**config.mk**
```make
export PLATFORM = sky130hd
export DESIGN_NAME = bracket_aware_list_splitter
export DESIGN_NICKNAME = d
export VERILOG_FILES = /design/src/hw/rtl/bals_pkg.sv /design/src/hw/rtl/bals_parser.sv /design/src/hw/rtl/bals_fifo.sv /design/src/hw/rtl/bracket_aware_list_splitter.sv
export VERILOG_INCLUDE_DIRS = /design/src /design/src/hw/rtl
export SDC_FILE = /design/constraint.sdc
export NUM_CORES = 1
export LEC_CHECK = 0
export BUFFER_PORTS_ARGS = -buffer_cell sky130_fd_sc_hd__buf_2
export CAP_MARGIN = 20
export CORE_MARGIN = 1.5
export CORE_UTILIZATION = 60
export DETAILED_ROUTE_END_ITERATION = 16
export GPL_TIMING_DRIVEN = 0
export PLACE_DENSITY = 0.78
export RECOVER_POWER = 50
export SETUP_SLACK_MARGIN = 0.4
export SYNTH_ARGS = -nofsm -noshare
export SYNTH_HDL_FRONTEND = slang
export SYNTH_HIERARCHICAL = 1
export SYNTH_SLANG_ARGS = --single-unit
```
**constraint.sdc**
```tcl
create_clock -name clk -period 11.2 [get_ports clk]
set_input_delay 1.12 -clock clk [delete_from_list [all_inputs] [get_ports clk]]
set_output_delay 1.12 -clock clk [all_outputs]
set_load 0.01 [all_outputs]
```
**src/hw/rtl/bracket_aware_list_splitter_macros.svh**
```systemverilog
// ----------------------------------------------------------------------------
// Assertion macros for the bracket aware list splitter
// Short forms for clocked checks; they expect clk and rst in scope.
// ----------------------------------------------------------------------------
`ifndef BRACKET_AWARE_LIST_SPLITTER_MACROS_SVH
`define BRACKET_AWARE_LIST_SPLITTER_MACROS_SVH

// Same-cycle implication, disabled during reset.
`define BALS_CHECK(label, ante, cons, msg) \
  label: assert property (@(posedge clk) disable iff (rst) (ante) |-> (cons)) \
    else $error(msg);

// Next-cycle implication, disabled during reset.
`define BALS_CHECK_NEXT(label, ante, cons, msg) \
  label: assert property (@(posedge clk) disable iff (rst) (ante) |=> (cons)) \
    else $error(msg);

`endif

```
**src/hw/rtl/bals_pkg.sv**
```systemverilog
// ----------------------------------------------------------------------------
// bals_pkg
// Shared types, widths and character codes of the list splitter.
// ----------------------------------------------------------------------------
package bals_pkg;

  localparam int CHAR_W          = 8;
  localparam int FIELD_START_W   = 12;
  localparam int FIELD_LENGTH_W  = 13;
  localparam int ERROR_POS_W     = 12;

  localparam int DEF_MAX_DEPTH   = 16;
  localparam int DEF_MAX_LEN     = 4096;
  localparam int DEF_RESULT_DEPTH = 4;

  localparam logic [CHAR_W-1:0] CH_TAB    = 8'h09;
  localparam logic [CHAR_W-1:0] CH_CR     = 8'h0D;
  localparam logic [CHAR_W-1:0] CH_SPACE  = 8'h20;
  localparam logic [CHAR_W-1:0] CH_DQUOTE = 8'h22;
  localparam logic [CHAR_W-1:0] CH_SQUOTE = 8'h27;
  localparam logic [CHAR_W-1:0] CH_LPAREN = 8'h28;
  localparam logic [CHAR_W-1:0] CH_RPAREN = 8'h29;
  localparam logic [CHAR_W-1:0] CH_COMMA  = 8'h2C;
  localparam logic [CHAR_W-1:0] CH_LBRACK = 8'h5B;
  localparam logic [CHAR_W-1:0] CH_BSLASH = 8'h5C;
  localparam logic [CHAR_W-1:0] CH_RBRACK = 8'h5D;

  typedef enum logic [2:0] {
    ERR_NONE        = 3'd0,
    ERR_EXTRA_CLOSE = 3'd1,
    ERR_MISMATCH    = 3'd2,
    ERR_OPEN_QUOTE  = 3'd3,
    ERR_UNCLOSED    = 3'd4,
    ERR_OVERFLOW    = 3'd5
  } err_code_t;

  typedef struct packed {
    logic                      field_valid;
    logic [FIELD_START_W-1:0]  field_start;
    logic [FIELD_LENGTH_W-1:0] field_length;
    err_code_t                 error_code;
    logic [ERROR_POS_W-1:0]    error_position;
    logic                      is_last;
  } result_t;

  // Up to two results leave the parser for one byte; second implies first.
  typedef struct packed {
    logic    first_valid;
    logic    second_valid;
    result_t first;
    result_t second;
  } push_t;

endpackage

```
**src/hw/rtl/bals_parser.sv**
```systemverilog
// ----------------------------------------------------------------------------
// bals_parser
// Per-byte parse state: quotes, bracket stack, field bounds and error latch.
// ----------------------------------------------------------------------------
`include "bracket_aware_list_splitter_macros.svh"

module bals_parser import bals_pkg::*; #(
  parameter int MAX_DEPTH = DEF_MAX_DEPTH,
  parameter int MAX_LEN   = DEF_MAX_LEN
) (
  input  logic              clk,
  input  logic              rst,
  input  logic              take,
  input  logic [CHAR_W-1:0] char_code,
  input  logic              last,
  output push_t             push
);

  localparam int POS_W   = $clog2(MAX_LEN);
  localparam int LEN_W   = POS_W + 1;
  localparam int DEPTH_W = $clog2(MAX_DEPTH + 1);
  localparam int IDX_W   = (MAX_DEPTH > 1) ? $clog2(MAX_DEPTH) : 1;

  logic [MAX_DEPTH-1:0] bracket_stack, bracket_stack_next;
  logic [DEPTH_W-1:0]   nest_depth, nest_depth_next;
  logic                 in_quote, in_quote_next;
  logic                 quote_is_double, quote_is_double_next;
  logic                 escape_pending, escape_pending_next;
  logic [POS_W-1:0]     byte_position, byte_position_next;
  logic [POS_W-1:0]     field_first, field_first_next;
  logic [POS_W-1:0]     field_final, field_final_next;
  logic                 field_has_text, field_has_text_next;
  logic                 string_has_text, string_has_text_next;
  logic                 error_latched, error_latched_next;
  err_code_t            err_code, err_code_next;
  logic [POS_W-1:0]     err_pos, err_pos_next;

  logic                 is_ws, is_open, is_close, text;
  logic                 raise, comma_field;
  err_code_t            raise_code;
  logic [IDX_W-1:0]     top_idx, push_idx;
  logic [CHAR_W-1:0]    quote_char;
  result_t              comma_res, final_res;

  function automatic result_t field_res(input logic has, input logic [POS_W-1:0] first,
                                        input logic [POS_W-1:0] fin, input logic lst);
    result_t r;
    logic [LEN_W-1:0] len;
    len = LEN_W'(fin) - LEN_W'(first) + LEN_W'(1);
    r = '0;
    r.field_valid = 1'b1;
    r.error_code  = ERR_NONE;
    r.is_last     = lst;
    if (has) begin
      r.field_start  = FIELD_START_W'(first);
      r.field_length = FIELD_LENGTH_W'(len);
    end
    return r;
  endfunction

  assign is_ws = (char_code == CH_SPACE) || ((char_code >= CH_TAB) && (char_code <= CH_CR));
  assign is_open = (char_code == CH_LPAREN) || (char_code == CH_LBRACK);
  assign is_close = (char_code == CH_RPAREN) || (char_code == CH_RBRACK);
  assign top_idx = IDX_W'(nest_depth - DEPTH_W'(1));
  assign push_idx = IDX_W'(nest_depth);
  assign quote_char = quote_is_double ? CH_DQUOTE : CH_SQUOTE;

  always_comb begin
    bracket_stack_next   = bracket_stack;
    nest_depth_next      = nest_depth;
    in_quote_next        = in_quote;
    quote_is_double_next = quote_is_double;
    escape_pending_next  = escape_pending;
    field_first_next     = field_first;
    field_final_next     = field_final;
    field_has_text_next  = field_has_text;
    string_has_text_next = string_has_text;
    raise                = 1'b0;
    raise_code           = ERR_NONE;
    comma_field          = 1'b0;
    text                 = !is_ws;

    if (!error_latched) begin
      string_has_text_next = string_has_text | !is_ws;
      if (in_quote) begin
        if (escape_pending) begin
          escape_pending_next = 1'b0;
        end else if (char_code == quote_char) begin
          in_quote_next = 1'b0;
        end else if (char_code == CH_BSLASH) begin
          escape_pending_next = 1'b1;
        end
      end else if (is_open) begin
        if (nest_depth >= DEPTH_W'(MAX_DEPTH)) begin
          raise      = 1'b1;
          raise_code = ERR_OVERFLOW;
        end else begin
          bracket_stack_next[push_idx] = (char_code == CH_LBRACK);
          nest_depth_next = nest_depth + DEPTH_W'(1);
        end
      end else if (is_close) begin
        if (nest_depth == '0) begin
          raise      = 1'b1;
          raise_code = ERR_EXTRA_CLOSE;
        end else if (bracket_stack[top_idx] != (char_code == CH_RBRACK)) begin
          raise      = 1'b1;
          raise_code = ERR_MISMATCH;
        end else begin
          nest_depth_next = nest_depth - DEPTH_W'(1);
        end
      end else if (char_code == CH_COMMA) begin
        if (nest_depth == '0) begin
          comma_field         = 1'b1;
          field_has_text_next = 1'b0;
          field_first_next    = '0;
          field_final_next    = '0;
          text                = 1'b0;
        end
      end else if ((char_code == CH_DQUOTE) || (char_code == CH_SQUOTE)) begin
        in_quote_next        = 1'b1;
        quote_is_double_next = (char_code == CH_DQUOTE);
        escape_pending_next  = 1'b0;
      end

      if (!raise && text) begin
        if (!field_has_text) begin
          field_first_next    = byte_position;
          field_has_text_next = 1'b1;
        end
        field_final_next = byte_position;
      end

      // End-of-string checks; an open quote wins over an open bracket.
      if (!raise && last) begin
        if (in_quote_next) begin
          raise      = 1'b1;
          raise_code = ERR_OPEN_QUOTE;
        end else if (nest_depth_next != '0) begin
          raise      = 1'b1;
          raise_code = ERR_UNCLOSED;
        end
      end
    end

    error_latched_next = error_latched | raise;
    err_code_next      = raise ? raise_code : err_code;
    err_pos_next       = raise ? byte_position : err_pos;
  end

  always_comb begin
    comma_res = field_res(field_has_text, field_first, field_final, 1'b0);
    final_res = '0;
    final_res.error_code = ERR_NONE;
    final_res.is_last    = 1'b1;
    if (error_latched_next) begin
      final_res.error_code     = err_code_next;
      final_res.error_position = ERROR_POS_W'(err_pos_next);
    end else if (string_has_text_next) begin
      final_res = field_res(field_has_text_next, field_first_next, field_final_next, 1'b1);
    end
  end

  assign push.first_valid  = take & (comma_field | last);
  assign push.second_valid = take & comma_field & last;
  assign push.first        = comma_field ? comma_res : final_res;
  assign push.second       = final_res;

  assign byte_position_next = (byte_position < POS_W'(MAX_LEN - 1))
                              ? byte_position + POS_W'(1) : byte_position;

  always_ff @(posedge clk) begin
    if (rst) begin
      bracket_stack   <= '0;
      nest_depth      <= '0;
      in_quote        <= 1'b0;
      quote_is_double <= 1'b0;
      escape_pending  <= 1'b0;
      byte_position   <= '0;
      field_first     <= '0;
      field_final     <= '0;
      field_has_text  <= 1'b0;
      string_has_text <= 1'b0;
      error_latched   <= 1'b0;
      err_code        <= ERR_NONE;
      err_pos         <= '0;
    end else if (take) begin
      if (last) begin
        // The whole parse state returns to its reset value between strings.
        bracket_stack   <= '0;
        nest_depth      <= '0;
        in_quote        <= 1'b0;
        quote_is_double <= 1'b0;
        escape_pending  <= 1'b0;
        byte_position   <= '0;
        field_first     <= '0;
        field_final     <= '0;
        field_has_text  <= 1'b0;
        string_has_text <= 1'b0;
        error_latched   <= 1'b0;
        err_code        <= ERR_NONE;
        err_pos         <= '0;
      end else begin
        bracket_stack   <= bracket_stack_next;
        nest_depth      <= nest_depth_next;
        in_quote        <= in_quote_next;
        quote_is_double <= quote_is_double_next;
        escape_pending  <= escape_pending_next;
        byte_position   <= byte_position_next;
        field_first     <= field_first_next;
        field_final     <= field_final_next;
        field_has_text  <= field_has_text_next;
        string_has_text <= string_has_text_next;
        error_latched   <= error_latched_next;
        err_code        <= err_code_next;
        err_pos         <= err_pos_next;
      end
    end
  end

  `BALS_CHECK(a_depth_bound, 1'b1, nest_depth <= DEPTH_W'(MAX_DEPTH), "bracket depth out of range")
  `BALS_CHECK(a_second_order, push.second_valid, push.first_valid && !push.first.is_last && push.second.is_last, "second result out of order")
  `BALS_CHECK_NEXT(a_string_reset, take && last, byte_position == '0 && !error_latched && nest_depth == '0, "state not cleared after last byte")

endmodule

```
**src/hw/rtl/bals_fifo.sv**
```systemverilog
// ----------------------------------------------------------------------------
// bals_fifo
// Small result queue that takes up to two results per cycle and gives one.
// ----------------------------------------------------------------------------
`include "bracket_aware_list_splitter_macros.svh"

module bals_fifo import bals_pkg::*; #(
  parameter int DEPTH = DEF_RESULT_DEPTH
) (
  input  logic    clk,
  input  logic    rst,
  input  push_t   push,
  output logic    room,
  output result_t head,
  output logic    head_valid,
  input  logic    head_ready
);

  localparam int PTR_W = (DEPTH > 1) ? $clog2(DEPTH) : 1;
  localparam int CNT_W = $clog2(DEPTH + 1);

  result_t          mem [DEPTH];
  logic [PTR_W-1:0] wr_ptr, wr_ptr_next, wr_ptr_plus1, rd_ptr, rd_ptr_next;
  logic [CNT_W-1:0] count, count_next;
  logic             pop;

  function automatic logic [PTR_W-1:0] ptr_inc(input logic [PTR_W-1:0] p);
    return (p == PTR_W'(DEPTH - 1)) ? '0 : p + PTR_W'(1);
  endfunction

  assign pop          = head_valid & head_ready;
  assign head_valid   = (count != '0);
  assign head         = mem[rd_ptr];
  assign room         = (count <= CNT_W'(DEPTH - 2));
  assign wr_ptr_plus1 = ptr_inc(wr_ptr);

  always_comb begin
    wr_ptr_next = wr_ptr;
    if (push.second_valid) begin
      wr_ptr_next = ptr_inc(wr_ptr_plus1);
    end else if (push.first_valid) begin
      wr_ptr_next = wr_ptr_plus1;
    end
    rd_ptr_next = pop ? ptr_inc(rd_ptr) : rd_ptr;
    count_next  = count + CNT_W'(push.first_valid) + CNT_W'(push.second_valid)
                  - CNT_W'(pop);
  end

  always_ff @(posedge clk) begin
    if (rst) begin
      wr_ptr <= '0;
      rd_ptr <= '0;
      count  <= '0;
    end else begin
      wr_ptr <= wr_ptr_next;
      rd_ptr <= rd_ptr_next;
      count  <= count_next;
    end
  end

  always_ff @(posedge clk) begin
    if (push.first_valid) begin
      mem[wr_ptr] <= push.first;
    end
    if (push.second_valid) begin
      mem[wr_ptr_plus1] <= push.second;
    end
  end

  `BALS_CHECK(a_count_bound, 1'b1, count <= CNT_W'(DEPTH), "result queue count out of range")
  `BALS_CHECK(a_push_room, push.first_valid, count <= CNT_W'(DEPTH - 2), "push without room for two results")
  `BALS_CHECK_NEXT(a_double_push, push.second_valid && !pop, count == $past(count) + CNT_W'(2), "double push miscounted")

endmodule

```
**src/hw/rtl/bracket_aware_list_splitter.sv**
```systemverilog
// ----------------------------------------------------------------------------
// bracket_aware_list_splitter
// Splits a byte stream at top-level commas and reports fields and errors.
// ----------------------------------------------------------------------------
// Usage:
// The input channel (in_valid, in_ready, char_code, last) carries one byte of
// a parameter string per request; last marks the final byte. The output
// channel (out_valid, out_ready and the result fields) carries one result per
// request. A top-level comma yields a field result; the last byte yields the
// final result, which is a field, a whitespace-only marker, or an error with
// its code and position. A comma on the last byte yields two results.
// Results are registered in the result queue before they are offered.
// Throughput is one byte per cycle while in_ready is high, set by the single
// parse step between the state registers and the result queue.
// The four-entry result queue lets bytes flow while results wait; in_ready
// drops whenever fewer than two entries are free, so a stalled receiver
// holds the input side back once the queue fills.
// Reset (rst, synchronous) clears the parse state and empties the queue.
// ----------------------------------------------------------------------------
module bracket_aware_list_splitter import bals_pkg::*; #(
  parameter int MAX_DEPTH    = DEF_MAX_DEPTH,
  parameter int MAX_LEN      = DEF_MAX_LEN,
  parameter int RESULT_DEPTH = DEF_RESULT_DEPTH
) (
  input  logic                      clk,
  input  logic                      rst,
  input  logic                      in_valid,
  output logic                      in_ready,
  input  logic [CHAR_W-1:0]         char_code,
  input  logic                      last,
  output logic                      out_valid,
  input  logic                      out_ready,
  output logic                      field_valid,
  output logic [FIELD_START_W-1:0]  field_start,
  output logic [FIELD_LENGTH_W-1:0] field_length,
  output logic [2:0]                error_code,
  output logic [ERROR_POS_W-1:0]    error_position,
  output logic                      is_last
);

  // A byte is taken only when the queue can absorb the worst case of two
  // results, so the parser never has to stall in the middle of a byte.
  logic    take;
  push_t   push;
  result_t head;

  assign take = in_valid & in_ready;

  bals_parser #(
    .MAX_DEPTH (MAX_DEPTH),
    .MAX_LEN   (MAX_LEN)
  ) u_parser (
    .clk       (clk),
    .rst       (rst),
    .take      (take),
    .char_code (char_code),
    .last      (last),
    .push      (push)
  );

  bals_fifo #(
    .DEPTH (RESULT_DEPTH)
  ) u_fifo (
    .clk        (clk),
    .rst        (rst),
    .push       (push),
    .room       (in_ready),
    .head       (head),
    .head_valid (out_valid),
    .head_ready (out_ready)
  );

  // The head of the queue drives the result ports directly.
  assign field_valid    = head.field_valid;
  assign field_start    = head.field_start;
  assign field_length   = head.field_length;
  assign error_code     = head.error_code;
  assign error_position = head.error_position;
  assign is_last        = head.is_last;

endmodule
```
==> metrics.cfg, run 1 <==
[outcome]
status = complete, but fails checks
violations = capacitance limit, slew limit

[final_layout]
area_growth_pct = 8.17
layout_common_cells = 168 x edfxtp_1, 154 x mux2_4, 112 x clkbuf_1
finish.utilization = 0.657
mostFrequentLayoutCell = edfxtp_1
diodes = 0
drive_gt1_frac = 0.222
design_area_um2 = 17000
final_nets = 1433
fill_cells = 1944

[setup_path]
required_ps = 11480
r2r_start = u_parser/nest_depth[0]
cp_max_fo = 10
cp_data_arrival_time_ps = 8240
crit_type = flop to flop
worstRegToRegCells = 24
startpoint_type = flop
startpoint = u_parser/nest_depth[0]
cp-end-kind = flop
cp_slowest_cell = o311ai_0
max_stage_delay_ps = 940
path_cells = clkbuf_1, inv_1, ha_1, clkbuf_1, mux4_2, o211ai_1, a41oi_1, o311ai_0, nand2_1, nor3_1, clkbuf_1, a22oi_1, ha_1, ha_1, a21o_1, a21oi_1, o21ai_0, nand2_1, o21ai_0, nor4_1, nor3_1, xor2_1, o22ai_1, mux2_4

[floorplan]
io_pins = 57
core_um2 = 25900
fp-row-count = 59
die_x_um = 165
die_area_um2 = 27200
start_util = 0.607
die_h_um = 165

[clocking]
clockBufferDepth = 3
clk_latency_ps = 530
cts_root_buffer = clkbuf_16
cts_tree = built
clock-sinks = 255
cts_buffers = 26
hold_buffers = 0
clkTransAtPathRegs_ps = 60
cts_resized = 0
htree_levels = 1
post_cts_buffers = 0

[route]
vias = 10900
drt_wl_total_mm = 37.5
drtIter0Drc = 1238
drt_drc_violations_left = 0
drt_pass1_iterations = 5
post_drt_wl_per_cell_um = 21.9
viasPerCell = 6.35
antenna_left = 0

[pwr]
power_switching_w = 0.000628
sw_frac_of_total = 0.265
leakagePower_nw = 6.52
pwr-share-seq = 0.447
clockPowerShare = 0.362
combPwrFrac = 0.191
intPower_w = 0.00174
peakVddDrop_uv = 169
power.density_nw_per_um2 = 139

[placement]
io_buffers = 55
globalplace.congestion = 0.927
place_area_um2 = 16500
place_hpwl_mm = 26.8
dp_slack_ps = 3800

[synth]
synth-main-ff-cell = edfxtp_1
synthesis.nets = 1343
syn_inst = 1267
ys_warn_count = 6
async_flop_share = 0
synth-edff-count = 168
syn-mean-instance-area_um2 = 12.4
syn-cell-area_um2 = 15700
synthDistinctLibCells = 84
ys_seq_area_frac = 0.431
ys_ff_latch = 255

[timing]
rsz0062_at_grt = no
max_freq_mhz = 126
fin_skew_ps = 8.87
fin_ws_ps = 3240
drv_slew = 96
hold_slack_ps = 466
maxSlewHeadroom = -0.426
setup_viol = 0
tightest_slew_ps = 2140
finalCritPeriodShare = 0.711
min_period_ps = 7960
hold_viol = 0
timing.setup.tns_ps = 0

[min_path]
min_path_cells = 2
min-delay-start = u_parser/bracket_stack[5]
hold_class = flop to flop

[grt]
grt_pass1_vias = 10300
overflow = 0
grt_max_degree = 32
grt_usage = 0.275
antenna_found_initial = 0
grt_pass1_wl_mm = 57.1

[run]
timing.max_cap.violations = 3

==> critical path, delay by kind of cell, from the launching register on <==
| family | cells | cell delay, ps |
|---|---|---|
| multiplexers | 2 | 740 |
| AO/OA/AOI/OAI | 9 | 2570 |
| adder cells (fa/ha/maj) | 3 | 990 |
| buffers and inverters | 4 | 1590 |
| AND/OR/NAND/NOR | 5 | 1160 |
| flip-flops | 1 | 380 |
| XOR/XNOR | 1 | 260 |
==> metal layers <==
layer | vias up | track usage | routed length [µm]
met4 | 0 | 0.0958 | 1150
met3 | 83 | 0.0344 | 2760
met5 | - | 0 | 0
met1 | 5311 | 0.372 | 15800
li1 | 5003 | - | -
met2 | 468 | 0.455 | 17800
==> layout make-up <==
| cell class | count | area [µm²] | area share |
|---|---|---|---|
| plain buffers | 90 | 569 | 0.0334 |
| multi-input cells | 878 | 7970 | 0.468 |
| clock inverters | 9 | 98.8 | 0.00581 |
| flip-flops and latches | 255 | 6790 | 0.399 |
| repair buffers | 62 | 268 | 0.0157 |
| clock buffers | 37 | 748 | 0.0440 |
| inverters | 44 | 165 | 0.00970 |
| well taps | 335 | 419 | 0.0246 |
==> sequential cells by signal, summed over array words and instances (netlist names), named ones only <==
register and cells:
u_parser/error_latched 1, u_parser/byte_position 12, u_parser/err_code 3, u_parser/quote_is_double 1, u_parser/escape_pending 1, u_fifo/wr_ptr 2
u_fifo/rd_ptr 2, u_parser/field_has_text 1, u_parser/field_first 12, u_parser/nest_depth 5, u_parser/err_pos 12, u_fifo/count 3
u_parser/field_final 12, u_parser/in_quote 1, u_parser/string_has_text 1, u_parser/bracket_stack 16, u_fifo/mem 168
==> cells by family after synthesis <==
| group | share of synthesized area |
|---|---|
| xor+xnor | 0.0178 |
| compound gates | 0.107 |
| other cells | 0.000238 |
| buf+inv | 0.0558 |
| fa+ha+maj | 0.0520 |
| simple gates | 0.102 |
| mux | 0.234 |
| flops | 0.431 |
==> cell usage after synthesis (32+ instances only) <==
cell type	instances	share of area
edfxtp_1	168	0.32
mux2_4	156	0.15
nor2_1	96	0.023
dfxtp_1	87	0.11
nand2_1	66	0.016
ha_1	59	0.047
a21oi_1	51	0.016
clkbuf_1	47	0.011
mux4_2	45	0.064
nand3_1	45	0.014
inv_1	43	0.010
a22o_1	33	0.018
o21ai_0	32	0.010
==> power groups by stage <==
| stage | logic, W | registers (W) | clock network (W) |
|---|---|---|---|
| 2_1_floorplan | 0.000329 | 0.00107 | 0 |
| 3_3_place_gp | 0.000455 | 0.00108 | 0 |
| 3_5_place_dp | 0.000469 | 0.00108 | 0 |
| 4_1_cts | 0.000473 | 0.00106 | 0.000869 |
| 5_1_grt | 0.000495 | 0.00106 | 0.000905 |
| 6_report | 0.000454 | 0.00106 | 0.000858 |
==> final timing paths <==
check / to / slack (ps)
worst max-delay path: u_fifo/mem[0][28] / 3240
worst min-delay path: u_parser/bracket_stack[5] / 470
worst max register to register: u_fifo/mem[0][28] / 3240
worst min register to register: u_parser/bracket_stack[5] / 470
==> through the flow <==
step | total power [W] | instances
2_1_floorplan | 0.00140 | 1267
3_3_place_gp | 0.00153 | 1657
3_5_place_dp | 0.00155 | 1663
4_1_cts | 0.00240 | 1709
5_1_grt | 0.00246 | 1710
6_report | 0.00237 | 1710
(Power assumes the default switching activity.)
==> inputs of run 2 (changes only) <==
- clock period: 11.2 -> 7.75 ns (I/O delays scaled with it)
==> run 2 against run 1 <==
Against the previous run:
- the flow still finishes with violations (capacitance limit, slew limit)
- clock skew is essentially flat
- final cell count is the same
- core utilization grew 0.15 points
- sequential share of layout area shrank 0.091 points
- flip-flop and latch count is the same
- die area is the same
- wire length grew 0.10%
- via count grew 0.52%
- clock-buffer cell count is the same
- hold slack is essentially flat
- non-clock buffer count is the same
- maximum frequency grew 13%
- critical path type unchanged
==> metrics.cfg, run 2 (synthesis gave the netlist of run 1 again) <==
[setup_path]
required_ps = 7860  ; was 11480 ps
startpoint_type = flop  ; unchanged
crit_buf_inv = 6  ; was 4
path_cells = buf_2, inv_1, ha_1, or4b_1, nor4_1, clkbuf_1, nand2_1, nor2_1, clkbuf_1, nand2_1, clkbuf_1, nand2_1, clkbuf_1  ; was clkbuf_1, inv_1, ha_1, clkbuf_1, mux4_2, o211ai_1, a41oi_1, o311ai_0, nand2_1, nor3_1, clkbuf_1, a22oi_1, ha_1, ha_1, a21o_1, a21oi_1, o21ai_0, nand2_1, o21ai_0, nor4_1, nor3_1, xor2_1, o22ai_1, mux2_4
cp_slowest_cell = clkbuf_1  ; was o311ai_0
max_stage_delay_ps = 1520  ; was 940 ps
cp_max_fo = 31  ; was 10
crit_type = flop to flop  ; unchanged
crit_family = buffers and inverters  ; was compound AO/OA/AOI/OAI gates
cp_data_arrival_time_ps = 7170  ; was 8240 ps
crit_top_cell = clkbuf_1
cp-end-kind = flop  ; unchanged

[timing]
timing.setup.tns_ps = 0  ; unchanged
min_period_ps = 7050  ; was 7960 ps
finalCritPeriodShare = 0.910  ; was 0.711
rsz0062_at_grt = no  ; unchanged
tightest_slew_ps = 2080  ; was 2140 ps
drv_slew = 64  ; was 96
hold_viol = 0  ; unchanged
maxSlewHeadroom = -0.388  ; was -0.426
setup_viol = 0  ; unchanged
fin_skew_ps = 8.72  ; was 8.87 ps
hold_slack_ps = 466  ; about the same
max_freq_mhz = 142  ; was 126 MHz

[final_layout]
largest_reg_flops = 168  ; unchanged
layout_common_cells = 168 x edfxtp_1, 154 x mux2_4, 107 x clkbuf_1  ; was 168 x edfxtp_1, 154 x mux2_4, 112 x clkbuf_1
fill_cells = 1939  ; was 1944
diodes = 0  ; unchanged
final_nets = 1433  ; unchanged
area_growth_pct = 8.42  ; was 8.17%
drive_gt1_frac = 0.228  ; was 0.222
reg.largest.list = u_fifo/mem (168), u_parser/bracket_stack (16)  ; unchanged
mostFrequentLayoutCell = edfxtp_1  ; unchanged
regMostFlops = u_fifo/mem  ; unchanged

[placement]
io_buffers = 55  ; unchanged
globalplace.congestion = 0.927  ; unchanged
place_hpwl_mm = 26.8  ; unchanged

[route]
drt_drc_violations_left = 0  ; unchanged
post_drt_wl_per_cell_um = 21.9  ; about the same
antenna_left = 0  ; unchanged
vias = 10900  ; about the same
viasPerCell = 6.39  ; was 6.35
drtIter0Drc = 1129  ; was 1238
drt_pass1_iterations = 6  ; was 5
drt_wl_total_mm = 37.5  ; about the same

[pwr]
power_switching_w = 0.000910  ; was 0.000628 W
power.density_nw_per_um2 = 201  ; was 139 nW/µm²
pwr-share-seq = 0.445  ; was 0.447
peakVddDrop_uv = 244  ; was 169 µV
clockPowerShare = 0.362  ; about the same
sw_frac_of_total = 0.265  ; about the same
leakagePower_nw = 6.55  ; was 6.52 nW
intPower_w = 0.00252  ; was 0.00174 W
combPwrFrac = 0.193  ; was 0.191

[grt]
grt_pass1_vias = 10300  ; unchanged
grt_max_degree = 32  ; unchanged
grtUsageMet3 = 0.0344  ; unchanged
grt.busiest_layer = met2  ; unchanged
grt_usage = 0.275  ; unchanged
grt_pass1_wl_mm = 57.1  ; unchanged
antenna_found_initial = 0  ; unchanged
use_met1 = 0.372  ; unchanged
grtUsageMet2 = 0.455  ; unchanged
overflow = 0  ; unchanged

[floorplan]
fp-row-count = 59  ; unchanged
die_area_um2 = 27200  ; unchanged
die_x_um = 165  ; unchanged
die_h_um = 165  ; unchanged
start_util = 0.607  ; unchanged
core_um2 = 25900  ; unchanged
io_pins = 57  ; unchanged

[clocking]
clkTransAtPathRegs_ps = 60  ; about the same
clk_latency_ps = 530  ; about the same
htree_levels = 1  ; unchanged
cts_buffers = 26  ; unchanged
cts_root_buffer = clkbuf_16  ; unchanged
clockBufferDepth = 3  ; unchanged
cts_tree = built  ; unchanged
clock-sinks = 255  ; unchanged
hold_buffers = 0  ; unchanged
post_cts_buffers = 0  ; unchanged

[outcome]
status = complete, but fails checks  ; unchanged
violations = capacitance limit, slew limit  ; unchanged

[min_path]
hold_class = flop to flop  ; unchanged

[run]
timing.max_cap.violations = 2  ; was 3

-- run 2: cell count changes in the layout (fill, tap and decap cells not counted), sizes merged --
cell and delta:
buf +2, clkbuf -2
-- run 2: path summary, 6_finish.rpt --
| kind | start | to | slack [ps] | cells past startpoint |
|---|---|---|---|---|
| setup / recovery | u_parser/nest_depth[0] | u_fifo/mem[2][26] | 700 | 13 |
| hold / removal | u_parser/bracket_stack[5] | u_parser/bracket_stack[5] | 470 | 2 |
| setup reg to reg | u_parser/nest_depth[0] | u_fifo/mem[2][26] | 700 | 13 |
| hold reg to reg | u_parser/bracket_stack[5] | u_parser/bracket_stack[5] | 470 | 2 |
-- run 2: final cells by class --
| cell class | count | area [µm²] | share of cell area |
|---|---|---|---|
| sequential | 255 | 6790 | 0.398 |
| clock inverter | 9 | 98.8 | 0.00579 |
| inverter | 44 | 165 | 0.00968 |
| timing repair buffer | 62 | 284 | 0.0166 |
| clock buffer | 37 | 748 | 0.0439 |
| buffer | 90 | 574 | 0.0337 |
| tap | 335 | 419 | 0.0246 |
| multi-input combinational | 878 | 7990 | 0.468 |
-- run 2: stage by stage --
step	utilization	std cells	total power, W	worst slack (ps)	instance area [µm²]
CTS	0.671	1709	0.00347	550	17400
global route	0.658	1710	0.00356	295	17100
detailed placement	0.638	1663	0.00224	352	16500
global placement	0.634	1657	0.00222	446	16400
floorplan	-	1267	0.00203	2110	15700
finish	0.658	1710	0.00343	697	17100
-- run 2: what timing repair did --
action,CTS,global route
endpoints found under the hold margin,0,0
endpoints found under the setup margin,8,20
resized for setup,1,11
-- run 2: worst reg2reg max path: stages, from the launching register on --
cell	delay (ps)
dfxtp_1	340
buf_2	220
inv_1	180
ha_1	310
or4b_1	610
nor4_1	500
clkbuf_1	330
nand2_1	270
nor2_1	290
clkbuf_1	390
nand2_1	460
clkbuf_1	510
nand2_1	670
clkbuf_1	1530
-- run 2: power by group through the flow --
stage	clock (W)	sequential (W)	combinational (W)
3_3_place_gp	0	0.00156	0.000658
6_report	0.00124	0.00153	0.000663
3_5_place_dp	0	0.00156	0.000678
2_1_floorplan	0	0.00155	0.000476
4_1_cts	0.00126	0.00153	0.000684
5_1_grt	0.00131	0.00153	0.000723
-- run 2: metal layers --
layer / vias to the layer above / wire length [µm]
met5: - / 0
met4: 0 / 1090
met3: 77 / 2680
met2: 505 / 17900
met1: 5335 / 15900
li1: 5004 / -
